===== config.mk =====
export PLATFORM = sky130hd
export DESIGN_NAME = bitmap_find_first_zero_engine
export DESIGN_NICKNAME = d
export VERILOG_FILES = /design/src/hw/rtl/bfz_pkg.sv /design/src/hw/rtl/bitmap_find_first_zero_engine.sv /design/src/hw/rtl/bfz_mem.sv /design/src/hw/rtl/bfz_ctrl.sv
export VERILOG_INCLUDE_DIRS = /design/src /design/src/hw/rtl
export SDC_FILE = /design/constraint.sdc
export NUM_CORES = 2
export LEC_CHECK = 0
export BUFFER_PORTS_ARGS = -buffer_cell sky130_fd_sc_hd__buf_2
export CELL_PAD_IN_SITES_DETAIL_PLACEMENT = 0
export CELL_PAD_IN_SITES_GLOBAL_PLACEMENT = 2
export CORE_MARGIN = 1.5
export CORE_UTILIZATION = 49
export CTS_CLUSTER_DIAMETER = 120
export DETAILED_ROUTE_END_ITERATION = 12
export HOLD_SLACK_MARGIN = 0.02
export PLACE_DENSITY_LB_ADDON = 0.1
export SLEW_MARGIN = 10
export SYNTH_ARGS = -nofsm -noshare
export SYNTH_HDL_FRONTEND = slang
export SYNTH_SLANG_ARGS = --single-unit

===== constraint.sdc =====
create_clock -name clk_i -period 6.84 [get_ports clk_i]
set_input_delay 1.71 -clock clk_i [delete_from_list [all_inputs] [get_ports clk_i]]
set_output_delay 1.71 -clock clk_i [all_outputs]
set_load 0.03 [all_outputs]

===== src/hw/rtl/bitmap_find_first_zero_engine_defines.svh =====
// Assertion macros for the bitmap engine RTL.
`ifndef BITMAP_FIND_FIRST_ZERO_ENGINE_DEFINES_SVH
`define BITMAP_FIND_FIRST_ZERO_ENGINE_DEFINES_SVH

// Same-cycle implication, disabled while reset is asserted.
`define BFZ_ASSERT_NOW(label, clk, rst_n, ante, cons) \
  label: assert property (@(posedge clk) disable iff (!rst_n) (ante) |-> (cons)) \
    else $error("bitmap engine check failed");

// Next-cycle implication, disabled while reset is asserted.
`define BFZ_ASSERT_NEXT(label, clk, rst_n, ante, cons) \
  label: assert property (@(posedge clk) disable iff (!rst_n) (ante) |=> (cons)) \
    else $error("bitmap engine check failed");

`endif


===== src/hw/rtl/bfz_pkg.sv =====
`timescale 1ns / 1ps

package bfz_pkg;

  // Default geometry of the bitmap.
  localparam int unsigned WORDS_DEFAULT     = 64;
  localparam int unsigned WORD_BITS_DEFAULT = 64;

  // Fixed field widths.
  localparam int unsigned OP_W  = 2;
  localparam int unsigned IDX_W = 12;
  localparam int unsigned CNT_W = 7;
  localparam int unsigned POS_W = 12;

  // Request codes.
  typedef enum logic [OP_W-1:0] {
    OP_GET   = 2'd0,
    OP_SET   = 2'd1,
    OP_CLEAR = 2'd2,
    OP_FIND  = 2'd3
  } op_e;

  // Controller states.
  typedef enum logic [2:0] {
    ST_CLEAR,
    ST_IDLE,
    ST_DIV,
    ST_RD,
    ST_WR,
    ST_SCAN,
    ST_RESULT
  } state_e;

  // One result item.
  typedef struct packed {
    logic             bit_value;
    logic             found;
    logic [POS_W-1:0] zero_position;
  } bfz_result_t;

  // Priority encoder: position of the lowest set bit (0 when none is set).
  function automatic logic [5:0] lowest_one(input logic [63:0] vec);
    logic [5:0] pos;
    pos = '0;
    for (int i = 63; i >= 0; i--) begin
      if (vec[i]) begin
        pos = 6'(i);
      end
    end
    return pos;
  endfunction

endpackage


===== src/hw/rtl/bitmap_find_first_zero_engine.sv =====
`timescale 1ns / 1ps
// Channel  Direction  Handshake                  Payload
// in       input      in_valid_i / in_stall_o    operation_i, bit_index_i, search_words_i
// out      output     out_valid_o / out_stall_i  bit_value_o, found_o, zero_position_o
//
// Get, set and clear go through a reciprocal multiply for the word index, then a read of the word
// and, for set and clear, a write back of the word.
// Find reads the N words scanned, one memory read per cycle.
// After reset the bitmap is cleared one word per cycle; no request
// is taken until then. A result waiting under out_stall_i does not block the next
// request; that request finishes once the output register frees up.

module bitmap_find_first_zero_engine import bfz_pkg::*; #(
  parameter int unsigned WORDS     = WORDS_DEFAULT,
  parameter int unsigned WORD_BITS = WORD_BITS_DEFAULT
) (
  input  logic             clk_i,
  input  logic             rst_ni,
  input  logic             in_valid_i,
  output logic             in_stall_o,
  input  logic [OP_W-1:0]  operation_i,
  input  logic [IDX_W-1:0] bit_index_i,
  input  logic [CNT_W-1:0] search_words_i,
  output logic             out_valid_o,
  input  logic             out_stall_i,
  output logic             bit_value_o,
  output logic             found_o,
  output logic [POS_W-1:0] zero_position_o
);

  localparam int unsigned AW = (WORDS > 1) ? $clog2(WORDS) : 1;

  logic                 in_ready;
  logic                 res_valid;
  logic                 res_ready;
  bfz_result_t          res;
  logic                 mem_we;
  logic [AW-1:0]        mem_waddr;
  logic [WORD_BITS-1:0] mem_wdata;
  logic                 mem_re;
  logic [AW-1:0]        mem_raddr;
  logic [WORD_BITS-1:0] mem_rdata;
  logic                 out_valid_q;
  bfz_result_t          out_q;

  bfz_ctrl #(
    .WORDS     (WORDS),
    .WORD_BITS (WORD_BITS)
  ) u_ctrl (
    .clk_i          (clk_i),
    .rst_ni         (rst_ni),
    .in_valid_i     (in_valid_i),
    .in_ready_o     (in_ready),
    .operation_i    (operation_i),
    .bit_index_i    (bit_index_i),
    .search_words_i (search_words_i),
    .res_valid_o    (res_valid),
    .res_ready_i    (res_ready),
    .res_o          (res),
    .mem_we_o       (mem_we),
    .mem_waddr_o    (mem_waddr),
    .mem_wdata_o    (mem_wdata),
    .mem_re_o       (mem_re),
    .mem_raddr_o    (mem_raddr),
    .mem_rdata_i    (mem_rdata)
  );

  bfz_mem #(
    .WORDS     (WORDS),
    .WORD_BITS (WORD_BITS)
  ) u_mem (
    .clk_i   (clk_i),
    .we_i    (mem_we),
    .waddr_i (mem_waddr),
    .wdata_i (mem_wdata),
    .re_i    (mem_re),
    .raddr_i (mem_raddr),
    .rdata_o (mem_rdata)
  );

  assign in_stall_o = !in_ready;

  // Output register: loads when empty or when its result transfers this cycle.
  assign res_ready = !out_valid_q || !out_stall_i;

  always_ff @(posedge clk_i or negedge rst_ni) begin
    if (!rst_ni) begin
      out_valid_q <= 1'b0;
    end else if (res_ready) begin
      out_valid_q <= res_valid;
    end
  end

  always_ff @(posedge clk_i) begin
    if (res_ready && res_valid) begin
      out_q <= res;
    end
  end

  assign out_valid_o     = out_valid_q;
  assign bit_value_o     = out_q.bit_value;
  assign found_o         = out_q.found;
  assign zero_position_o = out_q.zero_position;

endmodule


===== src/hw/rtl/bfz_mem.sv =====
`timescale 1ns / 1ps

module bfz_mem import bfz_pkg::*; #(
  parameter int unsigned WORDS     = WORDS_DEFAULT,
  parameter int unsigned WORD_BITS = WORD_BITS_DEFAULT,
  localparam int unsigned AW       = (WORDS > 1) ? $clog2(WORDS) : 1
) (
  input  logic                 clk_i,
  input  logic                 we_i,
  input  logic [AW-1:0]        waddr_i,
  input  logic [WORD_BITS-1:0] wdata_i,
  input  logic                 re_i,
  input  logic [AW-1:0]        raddr_i,
  output logic [WORD_BITS-1:0] rdata_o
);

  logic [WORD_BITS-1:0] mem [WORDS];
  logic [WORD_BITS-1:0] rdata_q;

  // Write port.
  always_ff @(posedge clk_i) begin
    if (we_i) begin
      mem[waddr_i] <= wdata_i;
    end
  end

  // Read port with registered data.
  always_ff @(posedge clk_i) begin
    if (re_i) begin
      rdata_q <= mem[raddr_i];
    end
  end

  assign rdata_o = rdata_q;

endmodule


===== src/hw/rtl/bfz_ctrl.sv =====
`timescale 1ns / 1ps
`include "bitmap_find_first_zero_engine_defines.svh"

module bfz_ctrl import bfz_pkg::*; #(
  parameter int unsigned WORDS     = WORDS_DEFAULT,
  parameter int unsigned WORD_BITS = WORD_BITS_DEFAULT,
  localparam int unsigned AW       = (WORDS > 1) ? $clog2(WORDS) : 1
) (
  input  logic                 clk_i,
  input  logic                 rst_ni,
  // Request side.
  input  logic                 in_valid_i,
  output logic                 in_ready_o,
  input  logic [OP_W-1:0]      operation_i,
  input  logic [IDX_W-1:0]     bit_index_i,
  input  logic [CNT_W-1:0]     search_words_i,
  // Result side.
  output logic                 res_valid_o,
  input  logic                 res_ready_i,
  output bfz_result_t          res_o,
  // Memory ports.
  output logic                 mem_we_o,
  output logic [AW-1:0]        mem_waddr_o,
  output logic [WORD_BITS-1:0] mem_wdata_o,
  output logic                 mem_re_o,
  output logic [AW-1:0]        mem_raddr_o,
  input  logic [WORD_BITS-1:0] mem_rdata_i
);

  localparam int unsigned BW      = $clog2(WORD_BITS);
  localparam int unsigned LIM_W   = ($clog2(WORDS + 1) > CNT_W) ? $clog2(WORDS + 1) : CNT_W;
  localparam int unsigned QW      = 10;
  localparam int unsigned RSH     = 24;
  localparam int unsigned RCP_W   = 22;
  // Reciprocal of the word size, exact for every 12-bit index.
  localparam logic [RCP_W-1:0] RECIP = RCP_W'((1 << RSH) / WORD_BITS + 1);
  localparam logic [AW-1:0]    CLR_LAST = AW'(WORDS - 1);

  state_e               state_q, state_d;
  logic [AW-1:0]        clr_q;
  op_e                  op_q;
  logic [IDX_W-1:0]     idx_q;
  logic [QW-1:0]        q_q;
  logic [BW-1:0]        b_q;
  logic [LIM_W-1:0]     limit_q;
  logic [LIM_W-1:0]     scan_q;
  logic                 pend_q;
  logic [POS_W-1:0]     base_q;
  bfz_result_t          res_q;

  logic [LIM_W-1:0]     count_ext;
  logic [LIM_W-1:0]     limit_in;
  logic [IDX_W+RCP_W-1:0] recip_prod;
  logic [16:0]          q_mul;
  logic [IDX_W-1:0]     rem_full;
  logic                 q_oob;
  logic                 issue;
  logic                 word_full;
  logic [63:0]          inv_word;
  logic [5:0]           zero_bit;
  logic [WORD_BITS-1:0] bit_mask;
  logic                 accept;

  // Saturate the search count to the bitmap depth.
  assign count_ext = LIM_W'(search_words_i);
  assign limit_in  = (count_ext > LIM_W'(WORDS)) ? LIM_W'(WORDS) : count_ext;

  // Word index by reciprocal multiplication, bit offset from the registered quotient.
  assign recip_prod = idx_q * RECIP;
  assign q_mul      = q_q * 7'(WORD_BITS);
  assign rem_full   = idx_q - q_mul[IDX_W-1:0];
  assign q_oob      = ({1'b0, q_q} >= (QW + 1)'(WORDS));

  // Scan pipeline: issue one read per cycle, check the word read in the cycle before.
  assign issue     = (scan_q < limit_q);
  assign word_full = (mem_rdata_i == '1);
  assign inv_word  = 64'(~mem_rdata_i);
  assign zero_bit  = lowest_one(inv_word);
  assign bit_mask  = WORD_BITS'(1) << b_q;
  assign accept    = in_valid_i && (state_q == ST_IDLE);

  // Next-state logic.
  always_comb begin
    state_d = state_q;
    unique case (state_q)
      ST_CLEAR: begin
        if (clr_q == CLR_LAST) begin
          state_d = ST_IDLE;
        end
      end
      ST_IDLE: begin
        if (in_valid_i) begin
          if (op_e'(operation_i) == OP_FIND) begin
            state_d = (limit_in == '0) ? ST_RESULT : ST_SCAN;
          end else begin
            state_d = ST_DIV;
          end
        end
      end
      ST_DIV:  state_d = ST_RD;
      ST_RD:   state_d = q_oob ? ST_RESULT : ST_WR;
      ST_WR:   state_d = ST_RESULT;
      ST_SCAN: begin
        if (pend_q && (!word_full || !issue)) begin
          state_d = ST_RESULT;
        end
      end
      ST_RESULT: begin
        if (res_ready_i) begin
          state_d = ST_IDLE;
        end
      end
      default: state_d = ST_CLEAR;
    endcase
  end

  // Output and memory-port decode.
  always_comb begin
    in_ready_o  = 1'b0;
    res_valid_o = 1'b0;
    mem_we_o    = 1'b0;
    mem_waddr_o = q_q[AW-1:0];
    mem_wdata_o = mem_rdata_i | bit_mask;
    mem_re_o    = 1'b0;
    mem_raddr_o = q_q[AW-1:0];
    unique case (state_q)
      ST_CLEAR: begin
        mem_we_o    = 1'b1;
        mem_waddr_o = clr_q;
        mem_wdata_o = '0;
      end
      ST_IDLE:   in_ready_o = 1'b1;
      ST_DIV:    ;
      ST_RD:     mem_re_o = !q_oob;
      ST_WR: begin
        mem_we_o = (op_q == OP_SET) || (op_q == OP_CLEAR);
        if (op_q == OP_CLEAR) begin
          mem_wdata_o = mem_rdata_i & ~bit_mask;
        end
      end
      ST_SCAN: begin
        mem_re_o    = issue;
        mem_raddr_o = scan_q[AW-1:0];
      end
      ST_RESULT: res_valid_o = 1'b1;
      default:   ;
    endcase
  end

  assign res_o = res_q;

  // Control state.
  always_ff @(posedge clk_i or negedge rst_ni) begin
    if (!rst_ni) begin
      state_q <= ST_CLEAR;
      clr_q   <= '0;
    end else begin
      state_q <= state_d;
      if (state_q == ST_CLEAR) begin
        clr_q <= clr_q + AW'(1);
      end
    end
  end

  // Request and result datapath.
  always_ff @(posedge clk_i) begin
    case (state_q)
      ST_IDLE: begin
        if (accept) begin
          op_q    <= op_e'(operation_i);
          idx_q   <= bit_index_i;
          limit_q <= limit_in;
          scan_q  <= '0;
          pend_q  <= 1'b0;
          base_q  <= '0;
          res_q   <= '0;
        end
      end
      ST_DIV: q_q <= recip_prod[RSH +: QW];
      ST_RD:  b_q <= rem_full[BW-1:0];
      ST_WR:  res_q.bit_value <= mem_rdata_i[b_q];
      ST_SCAN: begin
        scan_q <= scan_q + LIM_W'(issue);
        pend_q <= issue;
        if (pend_q) begin
          if (!word_full) begin
            res_q.found         <= 1'b1;
            res_q.zero_position <= base_q + POS_W'(zero_bit);
          end else begin
            base_q <= base_q + POS_W'(WORD_BITS);
          end
        end
      end
      default: ;
    endcase
  end

  // The bitmap is written only by the clearing pass or by set and clear requests.
  `BFZ_ASSERT_NOW(a_write_op, clk_i, rst_ni,
                  mem_we_o && (state_q != ST_CLEAR),
                  (op_q == OP_SET) || (op_q == OP_CLEAR))
  // Only a find request can report a located zero.
  `BFZ_ASSERT_NOW(a_found_find, clk_i, rst_ni, res_valid_o && res_o.found, op_q == OP_FIND)
  // The scan never runs past the saturated count.
  `BFZ_ASSERT_NOW(a_scan_limit, clk_i, rst_ni, state_q == ST_SCAN,
                  (scan_q <= limit_q) && (limit_q <= LIM_W'(WORDS)))
  // An accepted request holds off the next one.
  `BFZ_ASSERT_NEXT(a_one_at_a_time, clk_i, rst_ni, accept, !in_ready_o)

endmodule

==> key figures <==
Global route
  – Initial antenna violation count: 21
  – Largest net degree at the start of global routing: 93
  – GRT Residual Overflow: 0
  – Number of global-route vias before repair: 86,600
  – GRT Overall Usage: 31.5%
  – First-pass GRT wire length: 730,000 um

Worst setup path
  – CP endpoint kind: flip-flop
  – Kind of critical path: flip-flop to flip-flop
  – Data required time of the worst path: 7.49 ns
  – WP data arrival: 5.79 ns
  – Critical Path Fanout Max: 32
  – Worst setup SP type: flip-flop

Pwr
  – Peak supply drop: 0.316 mV
  – LEAKAGE: 0.0634 uW
  – Pwr Density: 411 nW/um2

Run status
  – Status: completed

Clocking
  – CTS Hold Bufs: 0
  – CTS tree: yes
  – Clk root buf: clkbuf_16
  – Max clock buf depth: 4
  – Num CTS Buffers: 431
  – Clock slew at reported path FFs: 0.06 ns
  – Post-cts sizing count: 0
  – H-tree depth: 5
  – # Post-CTS Setup Buffers: 0
  – Clk sink count: 4,245
  – Worst skew pair latency: 1.00 ns

Synthesis
  – Post-Syn Instances: 8,787
  – Avg Inst Size Synth: 18.6 um2
  – Largest family of logic cells by synthesized area: multiplexers
  – Adder-cell share of the synthesized area: 0.0844%
  – XOR/XNOR Fraction of Synth Area: 0.0752%
  – Flops & latches, synth: 4,245
  – Mux cell area share after synthesis: 12.9%
  – Synth Cell Area: 163,000 um2
  – Simple-gate share of the synthesized area: 1.25%
  – Asr flop ratio synth: 0.236%
  – Synth Net Count: 8,823
  – Predominant post-synthesis flop cell: edfxtp_1
  – Post-synth EDFFs: 4,235
  – Warnings from Yosys: 0
  – Unique masters post-synth: 51
  – Sequential area share after synthesis: 78.1%
  – Compound-Gate Fraction of Synth Area: 6.12%

Routing
  – First drt pass iteration count: 6
  – Remaining DRCs: 0
  – Per-cell routed wire length: 39.0 um
  – Final wirelength: 540,000 um
  – 1st-iter DRT viols: 12,800
  – DR vias/cell: 6.59
  – Vias: 91,300
  – Final ANT Viol Nets: 0

Final layout
  – Most common cell after layout, fill and taps aside: edfxtp_1
  – Core Util, Final: 56.3%
  – Fillcell total: 25,100
  – Fin nets: 9,175
  – Share of cells above drive strength 1: 12.6%
  – Commonest non-fill, non-tap cells in the layout: 4,235 x edfxtp_1, 2,049 x mux2i_1, 1,020 x o22ai_1
  – Syn-to-layout area delta: 14.2%

Floorplan
  – Placement row count: 211
  – # IOs: 41
  – Initial Util: 49.3%
  – Die Y: 580 um
  – Die Wd: 580 um
  – CORE AREA: 331,000 um2
  – Die area: 336,000 um2

Job
  – Number of max-cap violations: 0

STA
  – Fin. max-slew vios: 0
  – Final critical-path required period: 5.14 ns
  – Worst-Margin Slew: 1.40 ns
  – RSZ-0062 raised after global routing: no
  – Final Skew: 0.0632 ns
  – Period utilisation layout: 75.1%
  – Relative slew slack: 4.30%
  – Hold Fails Final Rpt: 0
  – Endpoints failing setup: 0
  – Setup TNS: 0 ns
  – Fmax: 0.195 GHz

Min path
  – Hold Path Class: flip-flop to flip-flop

Placed design
  – Final HPWL from detailed placement: 277,000 um
  – Final RePlAce weighted congestion: 0.845
  – Port Buf Inserts: 40
through the flow:
step	power, uW	cells	setup slack [ns]	hold WS (ns)	cell area (um2)
after floorplan	46200	8787	1.70	0.400	163000
after global placement	53600	13100	1.60	0.409	173000
after detailed placement	54000	13100	1.93	0.405	173000
after CTS	76600	13900	1.87	0.394	186000
after global routing	78800	13900	1.51	0.418	186000
final	76600	13900	1.70	0.407	186000
registers in the layout, indices dropped and copies added, names as in the netlist, 7 cells and up:
name and count:
u_mem.mem 4096, u_ctrl.limit_q 7, u_mem.rdata_o 64, u_ctrl.scan_q 7, u_ctrl.idx_q 12, u_ctrl.res_o 14, zero_position_o 12
final cells by class:
| cell class | count | area [um2] | area share (%) |
|---|---|---|---|
| Antenna cell | 2 | 5.00 | 0.00269 |
| Clock buffer | 535 | 11300 | 6.07 |
| Clock inverter | 254 | 2240 | 1.20 |
| Inverter | 26 | 97.6 | 0.0524 |
| Multi-Input combinational cell | 3994 | 35000 | 18.8 |
| Sequential cell | 4245 | 127000 | 68.4 |
| Tap cell | 4366 | 5460 | 2.93 |
| Timing Repair Buffer | 441 | 4720 | 2.53 |
power by group:
part	total (uW)	switching [uW]	internal [uW]
Sequential	35200	968	34300
Clock	22900	9930	13000
Combinational	18500	13300	5230
Total	76600	24200	52500
synthesized netlist by cell type (15+ instances only):
cell,number,area (um2)
a311oi_1,45,394
edfxtp_1,4235,127000
nand2_1,72,270
nand2b_1,15,93.8
a211oi_1,24,180
nor2_1,145,544
mux4_2,16,360
clkbuf_1,229,860
inv_1,25,93.8
o22ai_1,1020,6380
buf_2,247,1240
nor3_1,20,100
a21oi_1,71,355
buf_1,43,161
nand3_1,18,90.1
mux2i_1,2050,20500
o21ai_0,32,160
o41ai_1,255,2230
nand4_1,87,544
critical path, stage by stage (launching register included):
cell	delay (ns)
dfrtp_1	0.69
nand3b_4	0.38
inv_2	0.49
nor3_1	0.20
o21ai_4	0.80
buf_12	0.38
buf_4	0.35
o22ai_1	0.16
o41ai_1	1.08
nand4_1	0.19
logic make-up after synthesis:
logic type	count (synthesis)
AOI/OAI and AO/OA	1483
xor gates and xnor gates	14
adders and majority gates	11
buffers and inverters	548
DFF	4245
muxes	2073
and+or+nand+nor	413
routing by layer:
| layer | up-vias | global-route usage (%) | share of wire (%) |
|---|---|---|---|
| li1 | 37000 | - | - |
| met1 | 48800 | 46.2 | 42 |
| met5 | - | 0 | 0.0091 |
| met2 | 4728 | 49.1 | 46 |
| met3 | 791 | 5.17 | 9.1 |
| met4 | 6 | 8.29 | 2.9 |
worst paths after layout:
path | startpoint | to | slack, ns | cells past startpoint
max in group asynchronous | rst_ni | u_ctrl.clr_q[4] | 5.99 | 1
hold reg to reg | u_ctrl.res_o[6] | zero_position_o[6] | 0.41 | 0
hold / removal | u_ctrl.res_o[6] | zero_position_o[6] | 0.41 | 0
setup / recovery | u_ctrl.state_q[2] | u_mem.rdata_o[10] | 1.70 | 9
min in group asynchronous | rst_ni | u_ctrl.state_q[1] | 0.60 | 1
setup reg to reg | u_ctrl.state_q[2] | u_mem.rdata_o[10] | 1.70 | 9
Power figures use the tool's default switching activity.
